$ cat config.mk
export PLATFORM = sky130hd
export DESIGN_NAME = rmd_div_cell
export DESIGN_NICKNAME = d
export VERILOG_FILES = /design/src/rtl/rounded_multiply_divide_assert.svh /design/src/rtl/rmd_pkg.sv /design/src/rtl/rmd_div_cell.sv
export SDC_FILE = /design/constraint.sdc
export NUM_CORES = 1
export LEC_CHECK = 0
export BUFFER_PORTS_ARGS = -buffer_cell sky130_fd_sc_hd__buf_2
export CORE_AREA = 5 5 255 257
export DETAILED_ROUTE_END_ITERATION = 16
export DIE_AREA = 0 0 260 262
export SETUP_SLACK_MARGIN = 0.15
export SLEW_MARGIN = 20
export SYNTH_ARGS = -nofsm -noshare
export SYNTH_HDL_FRONTEND = slang
export SYNTH_SLANG_ARGS = --single-unit
$ cat constraint.sdc
create_clock -name clk -period 9.97 [get_ports clk]
set_input_delay 1.994 -clock clk [delete_from_list [all_inputs] [get_ports clk]]
set_output_delay 1.994 -clock clk [all_outputs]
set_load 0.01 [all_outputs]
$ cat src/rtl/rounded_multiply_divide_assert.svh
// Assertion macros for the rounded multiply-divide block
`ifndef ROUNDED_MULTIPLY_DIVIDE_ASSERT_SVH
`define ROUNDED_MULTIPLY_DIVIDE_ASSERT_SVH

// Check that a condition implies a consequence on the same edge
`define RMD_ASSERT_IMPLY(lbl, ante, cons, msg) \
  lbl: assert property (@(posedge clk) disable iff (!rst_n) (ante) |-> (cons)) \
    else $error(msg);

// Check that a condition implies a consequence on the next edge
`define RMD_ASSERT_NEXT(lbl, ante, cons, msg) \
  lbl: assert property (@(posedge clk) disable iff (!rst_n) (ante) |=> (cons)) \
    else $error(msg);

`endif

$ cat src/rtl/rmd_pkg.sv
// Shared types and constants for the rounded multiply-divide block
`default_nettype none
package rmd_pkg;
  localparam int OPERAND_WIDTH_DEF = 64;
  localparam int NARROW_WIDTH      = 32;
  localparam int FIELD_WIDTH       = 64;

  // Control that travels alongside each item through the pipeline
  typedef struct packed {
    logic vld;
    logic pneg;
    logic dneg;
    logic zdiv;
    logic wide;
  } rmd_side_t;
endpackage
`default_nettype wire

$ cat src/rtl/rmd_div_cell.sv
// One restoring-division cell: resolves one quotient bit per item, or in an upper cell folds it into the sticky bit
`default_nettype none
module rmd_div_cell
  import rmd_pkg::*;
#(
  parameter int OW    = OPERAND_WIDTH_DEF,
  parameter bit UPPER = 1'b0
) (
  input  wire logic             clk,
  input  wire logic             rst_n,
  input  wire logic             en,
  input  wire rmd_side_t        side_i,
  input  wire logic [2*OW-1:0]  num_i,
  input  wire logic [OW-1:0]    rem_i,
  input  wire logic [OW-1:0]    md_i,
  input  wire logic [OW-1:0]    q_i,
  input  wire logic             stk_i,
  output rmd_side_t             side_o,
  output logic [2*OW-1:0]       num_o,
  output logic [OW-1:0]         rem_o,
  output logic [OW-1:0]         md_o,
  output logic [OW-1:0]         q_o,
  output logic                  stk_o
);
  logic [OW:0]   rem_s;
  logic          ge;
  logic [OW:0]   diff;
  logic [OW-1:0] rem_nxt, q_nxt;
  logic          stk_nxt;
  rmd_side_t     side_r;
  logic [2*OW-1:0] num_r;
  logic [OW-1:0] rem_r, md_r, q_r;
  logic          stk_r;

  // Shift in the next dividend bit, compare and subtract
  always_comb begin
    rem_s   = {rem_i, num_i[2*OW-1]};
    diff    = rem_s - {1'b0, md_i};
    ge      = (rem_s >= {1'b0, md_i});
    rem_nxt = ge ? diff[OW-1:0] : rem_s[OW-1:0];
    if (UPPER) begin
      stk_nxt = stk_i | ge;
      q_nxt   = q_i;
    end else begin
      stk_nxt = stk_i;
      q_nxt   = {q_i[OW-2:0], ge};
    end
  end

  // Hand the item to the next cell
  always_ff @(posedge clk) begin
    if (!rst_n) begin
      side_r.vld <= 1'b0;
    end else if (en) begin
      side_r <= side_i;
      num_r  <= {num_i[2*OW-2:0], 1'b0};
      rem_r  <= rem_nxt;
      md_r   <= md_i;
      q_r    <= q_nxt;
      stk_r  <= stk_nxt;
    end
  end

  assign side_o = side_r;
  assign num_o  = num_r;
  assign rem_o  = rem_r;
  assign md_o   = md_r;
  assign q_o    = q_r;
  assign stk_o  = stk_r;
endmodule
`default_nettype wire

# Word level (Yosys, flattened, before mapping)
# Index checks and enable logic that the tools add are counted.
[totals] register_bits=325 latchBits=0 mem_bits_rw=0 mem_bits_ro=0 in_bits=329 out_inout_bits=326 elab_cells=14 n_memories=0
[classes] n_addsub=1 mul=0 n_div=0 order_cmp=1 n_eq_ne=0 shift=0 muxes=1 n_bitwise=0 reduce_logical=1
[ops] cell="$ge A65 B64 Y1" count=1
[ops] cell="$mux W64" count=1
[ops] cell="$sub A64 B64 Y64" count=1
[ops] cell="$reduce_and A2 Y1" count=1

# Longest topological paths before layout
# Gate-level depths: netlist of the first run.
[logic_depth] depth_word=2 ltp_mapped=15 mapped_depth_nobuf=12

# Worst setup path before layout of the first run
# Ideal clock, no wire load.
[synth_timing] kind="in2reg" start="input en" end="register md_r[0] (netlist: md_o[0]) (enable)" setup_ns=0.726 t_arrival_ns=9.295 required_ns=9.244 slack_ns=-0.051 path_stages=1 path_buffers=0 path_cell_list="and2_1"
[synth_between] elab_chain_cells=1
[synth_lines] item="from (decl)" line="rmd_div_cell.sv:11" text="input wire logic en,"
[synth_lines] item="$reduce_and A2 Y1 (no source line)"
[synth_lines] item="to (signal assigned)" line="rmd_div_cell.sv:58" text="md_r <= md_i;"
[synth_lines] item="to (decl)" line="rmd_div_cell.sv:32" text="logic [OW-1:0] rem_r, md_r, q_r;"
# Every way passes these cells.
# A chain may end at the register's enable or synchronous reset.

# Worst setup path after layout of the first run
[layout_timing] start="input md_i[1]" end="register rem_r[57] (netlist: rem_o[57]) (data pin)"
[layout_between] elab_chain_cells=2 elab_cells_between_ends=3 cone_classes="add/sub: 1; order compare: 1; mux: 1"
[layout_lines] item="from (decl)" line="rmd_div_cell.sv:15" text="input wire logic [OW-1:0] md_i,"
[layout_lines] item="$sub A64 B64 Y64 or $ge A65 B64 Y1 (tied branches)" line="rmd_div_cell.sv:38, rmd_div_cell.sv:39"
[layout_lines] item="$mux W64 *" line="rmd_div_cell.sv:40" text="rem_nxt = ge ? diff[OW-1:0] : rem_s[OW-1:0];"
[layout_lines] item="named net rem_nxt[57]" line="rmd_div_cell.sv:28" text="logic [OW-1:0] rem_nxt, q_nxt;"
[layout_lines] item="to (signal assigned)" line="rmd_div_cell.sv:57" text="rem_r <= rem_nxt;"
[layout_lines] item="to (decl)" line="rmd_div_cell.sv:32"
# Mark *: on every way through the listed nets, which the timed path passes. The rest lies on a longest branch.

==> results.sh, run 1 <==
export IMPL_critPathKind="in -> reg"
export IMPL_avgSynthCellArea_sq_um=13.02
export IMPL_cts_tree="yes"
export IMPL_cts_sinks=325
export IMPL_syn_inst=1129
export IMPL_synthFlopType="edfxtp_1"
export IMPL_clock_latency_ns=0.54
export IMPL_ys_warn_count=0
export IMPL_area_growth_pct=36.83
export IMPL_synth_edf_count=324
export IMPL_synth_seq_area_share_pct=66.30
export IMPL_status="finished clean"
export IMPL_grt_usage_pct=15.72
export IMPL_hold_violations=0
export IMPL_syn_area_sq_um=14700
export IMPL_min_path_type="reg -> reg"
export IMPL_grt_pass1_wl_microns=79760
export IMPL_routabilityCongestion=0.8349
export IMPL_design_core_area_sq_um=62500
export IMPL_fin_crit_ns=5.777
export IMPL_grt_pass1_vias=11960
export IMPL_maxSlewViolCount=0
export IMPL_grt_overflow=0
export IMPL_synth_seq_cells=325
export IMPL_grt_max_degree=161
export IMPL_setup_viol_count_final=0
export IMPL_rsz0062_at_grt="false"
export IMPL_async_reset_ff_share_pct=0
export IMPL_arrival_ns=6.09
export IMPL_initial_core_util_pct=23.52
export IMPL_antenna_violating_nets_post_route=0
export IMPL_die_area_sq_um=68120
export IMPL_utilization_pct=32.19
export IMPL_maxCapViolations=0
export IMPL_drt_iter0_drc=807
export IMPL_die_height_microns=262
export IMPL_totalWireLength_microns=58050
export IMPL_p_leak_nw=8.497
export IMPL_vias=11840
export IMPL_finalCritPeriodShare_pct=57.95
export IMPL_rows=92
export IMPL_skew_ns=0
export IMPL_die_x_microns=260
export IMPL_synth_top_cell_area_share_pct=66.17
export IMPL_clkTransAtPathRegs_ns=0.06
export IMPL_finalSetupTns_ns=0
export IMPL_worst_ep_required_time_ns=10.28
export IMPL_synth_area_top_cells="edfxtp_1, ha_1, nand2_1"
export IMPL_fin_nets=2179
export IMPL_clock_path_buffers=3
export IMPL_slew_headroom_pct=37.91
export IMPL_cp_max_fo=50
export IMPL_fmax_mhz=173.1
export IMPL_cts_root_buf="clkbuf_16"
export IMPL_first_pass_iters=5
export IMPL_hold_buffers=0
export IMPL_post_synth_top_area_cell="edfxtp_1"
export IMPL_wl_per_cell_microns=21.82
export IMPL_dp_slack_ns=3.597
export IMPL_io_pins=655
export IMPL_p_per_area_nw_per_um2=181.1
export IMPL_viasPerCell=4.452
export IMPL_layout_drive_gt1_share_pct=40.02
export IMPL_critPathLaunchType="input pin"
export IMPL_synth_net_count=1523
export IMPL_worst_pin_slew_ns=0.9228
export IMPL_setup_slack_ns=4.193
export IMPL_peakVddDrop_mv=0.1371
export IMPL_numPortBuffers=652
export IMPL_cts_buffers=38
export IMPL_critPathCaptureType="flop"
export IMPL_postCtsSetupRepairBufs=0
export IMPL_post_cts_resized=0
export IMPL_cts_max_level=2
export IMPL_drcViolationCount=0
export IMPL_antenna_found_initial=26
export IMPL_synth_distinct_cells=71
export IMPL_hpwl_microns=48020
critical path: stages:
cell       delay, ns
buf_2           0.19
inv_1           0.07
ha_1            0.28
nor2b_1         0.16
o2111ai_1       0.16
a311o_1         0.46
a2111o_1        0.56
a211oi_2        0.37
o21ai_2         0.19
o31a_2          0.37
buf_4           0.26
inv_2           0.47
nor2_1          0.10
nor3b_1         0.40
registers in the layout, indices dropped and copies added, names as in the netlist:
register  flops
num_o       127
rem_o        64
stk_o         1
side_o        5
md_o         64
q_o          64
cells in the final DEF (no fill, tap or decap), types with 5 or more instances in the layout:
cell       count
a211o_1        5
a21o_1        25
a21oi_1       80
a31oi_1        6
and2_1         6
and3_1         7
buf_2        652
buf_4          5
clkbuf_1       8
clkbuf_16     39
clkinv_1       7
diode_2        5
edfxtp_1     324
ha_1          64
inv_1         89
nand2_1      109
nand2b_1       8
nand3_1       15
nand4_1       28
nor2_1        34
nor2b_1        7
nor3_1        14
o211ai_1       9
o21a_1         8
o21ai_0       59
o21ai_1       31
o21bai_1      17
xnor2_1       33
xor2_1        22
synth_stat cells (3+ instances only):
master	count
a211oi_1	4
a211o_1	5
nand2_1	109
xnor2_1	33
nor2b_1	7
nand4_1	28
a2111o_1	4
mux2_1	4
and2_1	7
o21a_1	8
a21o_1	25
o21ba_2	4
o21ai_0	59
ha_1	64
o22ai_1	3
a22oi_1	3
nor3_1	14
xor2_1	22
buf_2	4
edfxtp_1	324
o21ai_1	31
nand2b_1	8
clkbuf_1	34
and3_1	7
o21bai_1	17
or4_1	3
or2_2	4
a31oi_1	6
nor2_1	34
o221ai_1	3
nand3_1	15
a21oi_1	80
o211ai_1	9
or3_1	4
inv_1	89
nor4_1	4
o31ai_1	3
layout make-up:
cell class                      count  area (sq um)
Clock inverter                     17         198.9
Antenna cell                        5         12.51
Clock buffer                       47          1006
Tap cell                          846          1059
Timing Repair Buffer              658          3321
Fill cell                        6377         42390
Multi-Input combinational cell    672          4436
Inverter                           90         337.8
Sequential cell                   325          9749
final timing paths:
kind / start / endpoint / slack [ns] / cells after the start
worst max-delay path: md_i[1] / rem_o[57] / 4.19 / 14
worst min-delay path: side_o[4] / side_o[4] / 0.53 / 2
worst max register to register: side_o[4] / side_o[4] / 9.38 / 2
worst min register to register: side_o[4] / side_o[4] / 0.53 / 2
routing by layer:
layer	up-vias	track usage [%]	share of wire [%]	wire length, microns
li1	5533	-	-	-
met1	5685	17.54	37	21660
met2	512	29.44	52	30280
met3	107	4.035	7.4	4300
met4	6	4.814	3.1	1785
met5	-	0	0.047	27
through the flow:
step           cell area, sq um  cells  power [mW]  hold WS (ns)
2_1_floorplan             14710   1129       2.032        0.5383
3_3_place_gp              18900   2591       2.310        0.5019
3_5_place_dp              18900   2591       2.315        0.5246
4_1_cts                   20110   2655       3.701        0.5344
5_1_grt                   20110   2657       3.815        0.5783
6_report                  20120   2660       3.643        0.5329
logic make-up after synthesis:
group / count (synthesis) / synth area share (%)
flip-flops: 325 / 66.30
AO/OA/AOI/OAI: 292 / 12.55
AND/OR/NAND/NOR: 253 / 8.262
buffers and inverters: 132 / 3.557
adder cells (fa/ha/maj): 65 / 5.582
XOR/XNOR: 55 / 3.276
multiplexers: 6 / 0.4425
other: 1 / 0.02550
power by group:
group / total (mW) / switching [mW] / internal (mW)
clock: 1.36 / 0.545 / 0.817
combinational: 0.624 / 0.383 / 0.241
sequential: 1.66 / 0.0247 / 1.63
total: 3.64 / 0.953 / 2.69
No activity file was read; power rests on OpenSTA's default activity.
==> run 2, diff against run 1 <==
--- a/config.mk
+++ b/config.mk
@@ -6,9 +6,9 @@
 export NUM_CORES = 1
 export LEC_CHECK = 0
 export BUFFER_PORTS_ARGS = -buffer_cell sky130_fd_sc_hd__buf_2
-export CORE_AREA = 5 5 255 257
+export CORE_AREA = 5 5 249 251
 export DETAILED_ROUTE_END_ITERATION = 16
-export DIE_AREA = 0 0 260 262
+export DIE_AREA = 0 0 254 256
 export SETUP_SLACK_MARGIN = 0.15
 export SLEW_MARGIN = 20
 export SYNTH_ARGS = -nofsm -noshare
==> constraint.sdc (replaced) <==
create_clock -name clk -period 5.4 [get_ports clk]
set_input_delay 1.08 -clock clk [delete_from_list [all_inputs] [get_ports clk]]
set_output_delay 1.08 -clock clk [all_outputs]
set_load 0.01 [all_outputs]
==> results.sh, run 2 (synthesis gave the netlist of run 1 again) <==
export IMPL_crit_end="rem_o[63]"
export IMPL_initial_core_util_pct=24.64
export IMPL_clock_path_buffers=3
export IMPL_pwr_share_clk_pct=37.1
export IMPL_cts_root_buf="clkbuf_16"
export IMPL_min_path_type="reg -> reg"
export IMPL_reg2reg_from="side_o[4]"
export IMPL_hold_buffers=0
export IMPL_p_total_mw=6.720
export IMPL_combPwrFrac_pct=17.3
export IMPL_design_core_area_sq_um=59680
export IMPL_post_cts_resized=0
export IMPL_p_leak_nw=8.561
export IMPL_fin_nets=2191
export IMPL_p_per_area_nw_per_um2=333.6
export IMPL_finalCritPeriodShare_pct=79.68
export IMPL_power_switching_mw=1.822
export IMPL_grt_pass1_wl_microns=80920
export IMPL_die_x_microns=254
export IMPL_antenna_found_initial=28
export IMPL_cts_tree="yes"
export IMPL_fin_crit_ns=4.303
export IMPL_r2r_end="side_o[4]"
export IMPL_final_cell_mix="buf_2, edfxtp_1, nand2_1"
export IMPL_postCtsSetupRepairBufs=0
export IMPL_grt_overflow=0
export IMPL_critPathCaptureType="flop"
export IMPL_sequentialPowerShare_pct=45.5
export IMPL_layout_drive_gt1_share_pct=40.73
export IMPL_antenna_violating_nets_post_route=0
export IMPL_peakVddDrop_mv=0.2503
export IMPL_setup_viol_count_final=0
export IMPL_worst_ep_required_time_ns=5.69
export IMPL_clock_latency_ns=0.54
export IMPL_hold_violations=0
export IMPL_hpwl_microns=47440
export IMPL_rrSetupSlack_ns=4.81
export IMPL_p_sw_share_pct=27.12
export IMPL_grt_pass1_vias=12240
export IMPL_clkTransAtPathRegs_ns=0.06
export IMPL_arrival_ns=4.59
export IMPL_fmax_mhz=232.4
export IMPL_first_pass_iters=5
export IMPL_dp_slack_ns=0.4836
export IMPL_totalWireLength_microns=57190
export IMPL_area_growth_pct=37.00
export IMPL_worst_pin_slew_ns=0.7747
export IMPL_vias=11940
export IMPL_critPathLaunchType="input pin"
export IMPL_routabilityCongestion=0.8550
export IMPL_skew_ns=0
export IMPL_p_int_mw=4.898
export IMPL_largest_reg_flops=127
export IMPL_rows=90
export IMPL_maxSlewViolCount=0
export IMPL_path_cells="buf_2, inv_1, ha_1, nor2b_1, o2111ai_1, a311o_1, a2111oi_0, buf_4, o311ai_1, buf_4, a21boi_1, nor3_1, buf_4, o311a_1, o31ai_1"
export IMPL_cpMaxStageDelayCell="a2111oi_0"
export IMPL_cp_max_fo=4
export IMPL_placedCellCount=2538
export IMPL_cts_buffers=39
export IMPL_io_pins=655
export IMPL_numPortBuffers=652
export IMPL_grt_usage_pct=16.56
export IMPL_drcViolationCount=0
export IMPL_die_area_sq_um=65020
export IMPL_wl_per_cell_microns=21.94
export IMPL_critPathLaunch="md_i[1]"
export IMPL_wl_met1_microns=20430
export IMPL_grt_max_degree=108
export IMPL_slew_headroom_pct=48.04
export IMPL_final_common_cell="buf_2"
export IMPL_rsz0062_at_grt="false"
export IMPL_wl_met2_microns=30500
export IMPL_status="finished clean"
export IMPL_hold_start="side_o[4]"
export IMPL_top_layer="met5"
export IMPL_met3_length_microns=4312
export IMPL_setup_slack_ns=1.097
export IMPL_critPathKind="in -> reg"
export IMPL_drt_iter0_drc=745
export IMPL_cts_max_level=2
export IMPL_maxCapViolations=0
export IMPL_rr_worst_depth=2
export IMPL_cp_common_cell="buf_4"
export IMPL_stdcell_count=2607
export IMPL_viasPerCell=4.581
export IMPL_slowest_delay_ns=0.53
export IMPL_finalSetupTns_ns=0
export IMPL_cts_sinks=325
export IMPL_die_height_microns=256
==> run 2: changes by cell type in the layout (fill, tap and decap cells not counted), sizes merged <==
cell	before	now
clkbuf	47	44
inv	90	92
clkinv	13	18
buf	658	669
diode	5	1
bufinv	4	2
clkinvlp	0	2
==> run 2: cell type report <==
class | count | area [sq um]
timing repair buffer | 669 | 3441
clock inverter | 24 | 205.2
antenna | 1 | 2.502
tap | 782 | 978.4
inverter | 90 | 337.8
multi-input combinational | 672 | 4436
clock buffer | 44 | 994.7
sequential | 325 | 9749
fill | 6072 | 39540
==> run 2: per-stage QoR <==
stage / cell area, sq um / hold slack, ns / utilization (%)
global route: 20140 / 0.5829 / 33.75
global placement: 18940 / 0.4968 / 31.74
floorplan: 14710 / 0.5383 / -
detailed placement: 18940 / 0.5068 / 31.74
CTS: 20140 / 0.5252 / 33.75
finish: 20140 / 0.5228 / 33.75
==> run 2: metal layers <==
metal,up-vias,track usage [%]
met5,-,0
met4,6,4.803
met3,121,4.258
met2,515,31.85
met1,5748,17.59
li1,5553,-
==> run 2: worst min path at each step <==
| stage | end | slack [ns] | depth (start not counted) |
|---|---|---|---|
| after floorplan | side_o[4] | 0.54 | 2 |
| after global placement | side_o[4] | 0.50 | 2 |
| after detailed placement | side_o[4] | 0.51 | 2 |
| after CTS | side_o[4] | 0.53 | 2 |
| after global routing | side_o[4] | 0.58 | 2 |
| final | side_o[4] | 0.52 | 2 |
==> run 2: worst max-delay path, delay by kind of cell <==
family	cells	cell delay, ns
adders and majority gates	1	0.29
buffers and inverters	5	0.82
and+or+nand+nor	2	0.24
AOI/OAI and AO/OA	7	2.15
==> run 2: power groups by stage <==
stage | Sequential [mW] | Combinational, mW | Clock, mW
6_report | 3.06 | 1.17 | 2.50
5_1_grt | 3.07 | 1.28 | 2.69
4_1_cts | 3.06 | 1.18 | 2.58
2_1_floorplan | 3.22 | 0.521 | 0
3_3_place_gp | 3.11 | 1.17 | 0
3_5_place_dp | 3.11 | 1.18 | 0
==> run 3, diff against run 2 <==
==> constraint.sdc (replaced) <==
create_clock -name clk -period 4.3 [get_ports clk]
set_input_delay 0.86 -clock clk [delete_from_list [all_inputs] [get_ports clk]]
set_output_delay 0.86 -clock clk [all_outputs]
set_load 0.01 [all_outputs]
==> results.sh, run 3 (synthesis gave the netlist of run 1 again) <==
export IMPL_setup_viol_count_final=0
export IMPL_final_common_cell="buf_2"
export IMPL_cts_sinks=325
export IMPL_grt_pass1_wl_microns=81900
export IMPL_first_pass_iters=5
export IMPL_wl_per_cell_microns=21.89
export IMPL_final_cell_mix="buf_2, edfxtp_1, nand2_1"
export IMPL_viasPerCell=4.527
export IMPL_drt_iter0_drc=717
export IMPL_p_per_area_nw_per_um2=419.6
export IMPL_design_core_area_sq_um=59680
export IMPL_n_fill_cell=6004
export IMPL_antenna_found_initial=26
export IMPL_finalCritPeriodShare_pct=93.46
export IMPL_rows=90
export IMPL_critPathCaptureType="flop"
export IMPL_slew_headroom_pct=49.48
export IMPL_skew_ns=0
export IMPL_peakVddDrop_mv=0.3926
export IMPL_maxSlewViolCount=0
export IMPL_totalWireLength_microns=57860
export IMPL_clock_path_buffers=3
export IMPL_worst_ep_required_time_ns=4.59
export IMPL_stdcell_count=2643
export IMPL_finalSetupTns_ns=0
export IMPL_min_path_type="in -> reg"
export IMPL_p_leak_nw=8.737
export IMPL_routabilityCongestion=0.8528
export IMPL_fin_crit_ns=4.019
export IMPL_cts_root_buf="clkbuf_16"
export IMPL_grt_usage_pct=16.72
export IMPL_hold_buffers=0
export IMPL_drcViolationCount=0
export IMPL_initial_core_util_pct=24.64
export IMPL_arrival_ns=4.31
export IMPL_placedCellCount=2572
export IMPL_grt_overflow=0
export IMPL_cts_buffers=38
export IMPL_critPathKind="in -> reg"
export IMPL_grt_busiest_layer="met2"
export IMPL_fin_nets=2224
export IMPL_clock_latency_ns=0.53
export IMPL_cts_tree="yes"
export IMPL_io_pins=655
export IMPL_grt_pass1_vias=12480
export IMPL_fmax_mhz=248.8
export IMPL_area_growth_pct=39.07
export IMPL_die_height_microns=256
export IMPL_whs_ns=0.4861
export IMPL_hpwl_microns=48060
export IMPL_rsz0062_at_grt="false"
export IMPL_hold_violations=0
export IMPL_worst_pin_slew_ns=0.7520
export IMPL_cp_max_fo=4
export IMPL_maxCapViolations=0
export IMPL_layout_drive_gt1_share_pct=41.69
export IMPL_status="finished clean"
export IMPL_largest_reg_flops=127
export IMPL_die_area_sq_um=65020
export IMPL_met2_usage_pct=31.97
export IMPL_vias=11970
export IMPL_grt_max_degree=92
export IMPL_cts_max_level=2
export IMPL_critPathLaunchType="input pin"
export IMPL_use_met3_pct=4.664
export IMPL_clkTransAtPathRegs_ns=0.06
export IMPL_antenna_violating_nets_post_route=0
export IMPL_die_x_microns=254
export IMPL_numPortBuffers=652
export IMPL_use_met1_pct=17.63
export IMPL_utilization_pct=34.26
==> run 3: changes by cell type in the layout (fill, tap and decap cells not counted), sizes merged <==
cell,previous run,this run
clkinvlp,2,4
diode,1,2
clkinv,18,12
buf,669,703
bufinv,2,4
clkbuf,44,46
inv,92,93
==> run 3: cell type report <==
type                       count  area, sq um  share of cell area (%)
multi-input combinational    672         4437                   21.70
sequential                   325         9749                   47.68
clock buffer                  46         1002                   4.901
antenna                        2        5.005                 0.02447
clock inverter                23        231.5                   1.132
timing repair buffer         703         3709                   18.14
tap                          782        978.4                   4.785
inverter                      90        337.8                   1.652
==> run 3: report_power, final <==
group	leakage, nW	switching (mW)	total (mW)	internal (mW)
registers	3.04	0.0616	3.84	3.78
logic	5.10	0.899	1.50	0.605
clock network	0.590	1.32	3.23	1.91
==> run 3: stage by stage <==
step / setup WS, ns / area [sq um] / total power, mW
after floorplan: 0.4753 / 14710 / 4.702
after global placement: -0.3601 / 19210 / 5.405
after detailed placement: -0.2918 / 19210 / 5.426
after CTS: 0.2223 / 20440 / 8.714
after global routing: 0.1699 / 20450 / 8.986
final: 0.2811 / 20450 / 8.581
==> run 3: layer usage <==
layer	share of wire (%)	up-vias
li1	-	5620
met3	8.0	125
met5	0.059	-
met2	53	532
met1	35	5683
met4	3.6	6
==> run 3: worst paths after layout <==
check / from / end / slack, ns / depth (start not counted)
max: rem_i[0] / rem_o[63] / 0.28 / 13
min: q_i[62] / q_o[63] / 0.49 / 1
max reg2reg: side_o[4] / side_o[4] / 3.71 / 2
min reg2reg: side_o[4] / side_o[4] / 0.52 / 2
==> run 3: critical path, cell delays in order <==
cell and delay (ns):
buf_2 0.15, ha_1 0.30, nor2b_1 0.17, o2111ai_1 0.15, a311o_1 0.44, a2111oi_1 0.59, buf_4 0.21, o311ai_1 0.11
buf_4 0.21, a21boi_1 0.21, nor3_1 0.18, o311a_1 0.32, o31ai_1 0.41
==> run 3: what timing repair did <==
action,CTS,global route
setup endpoints to repair,0,1
gates resized for setup,0,1
buffers inserted,0,0
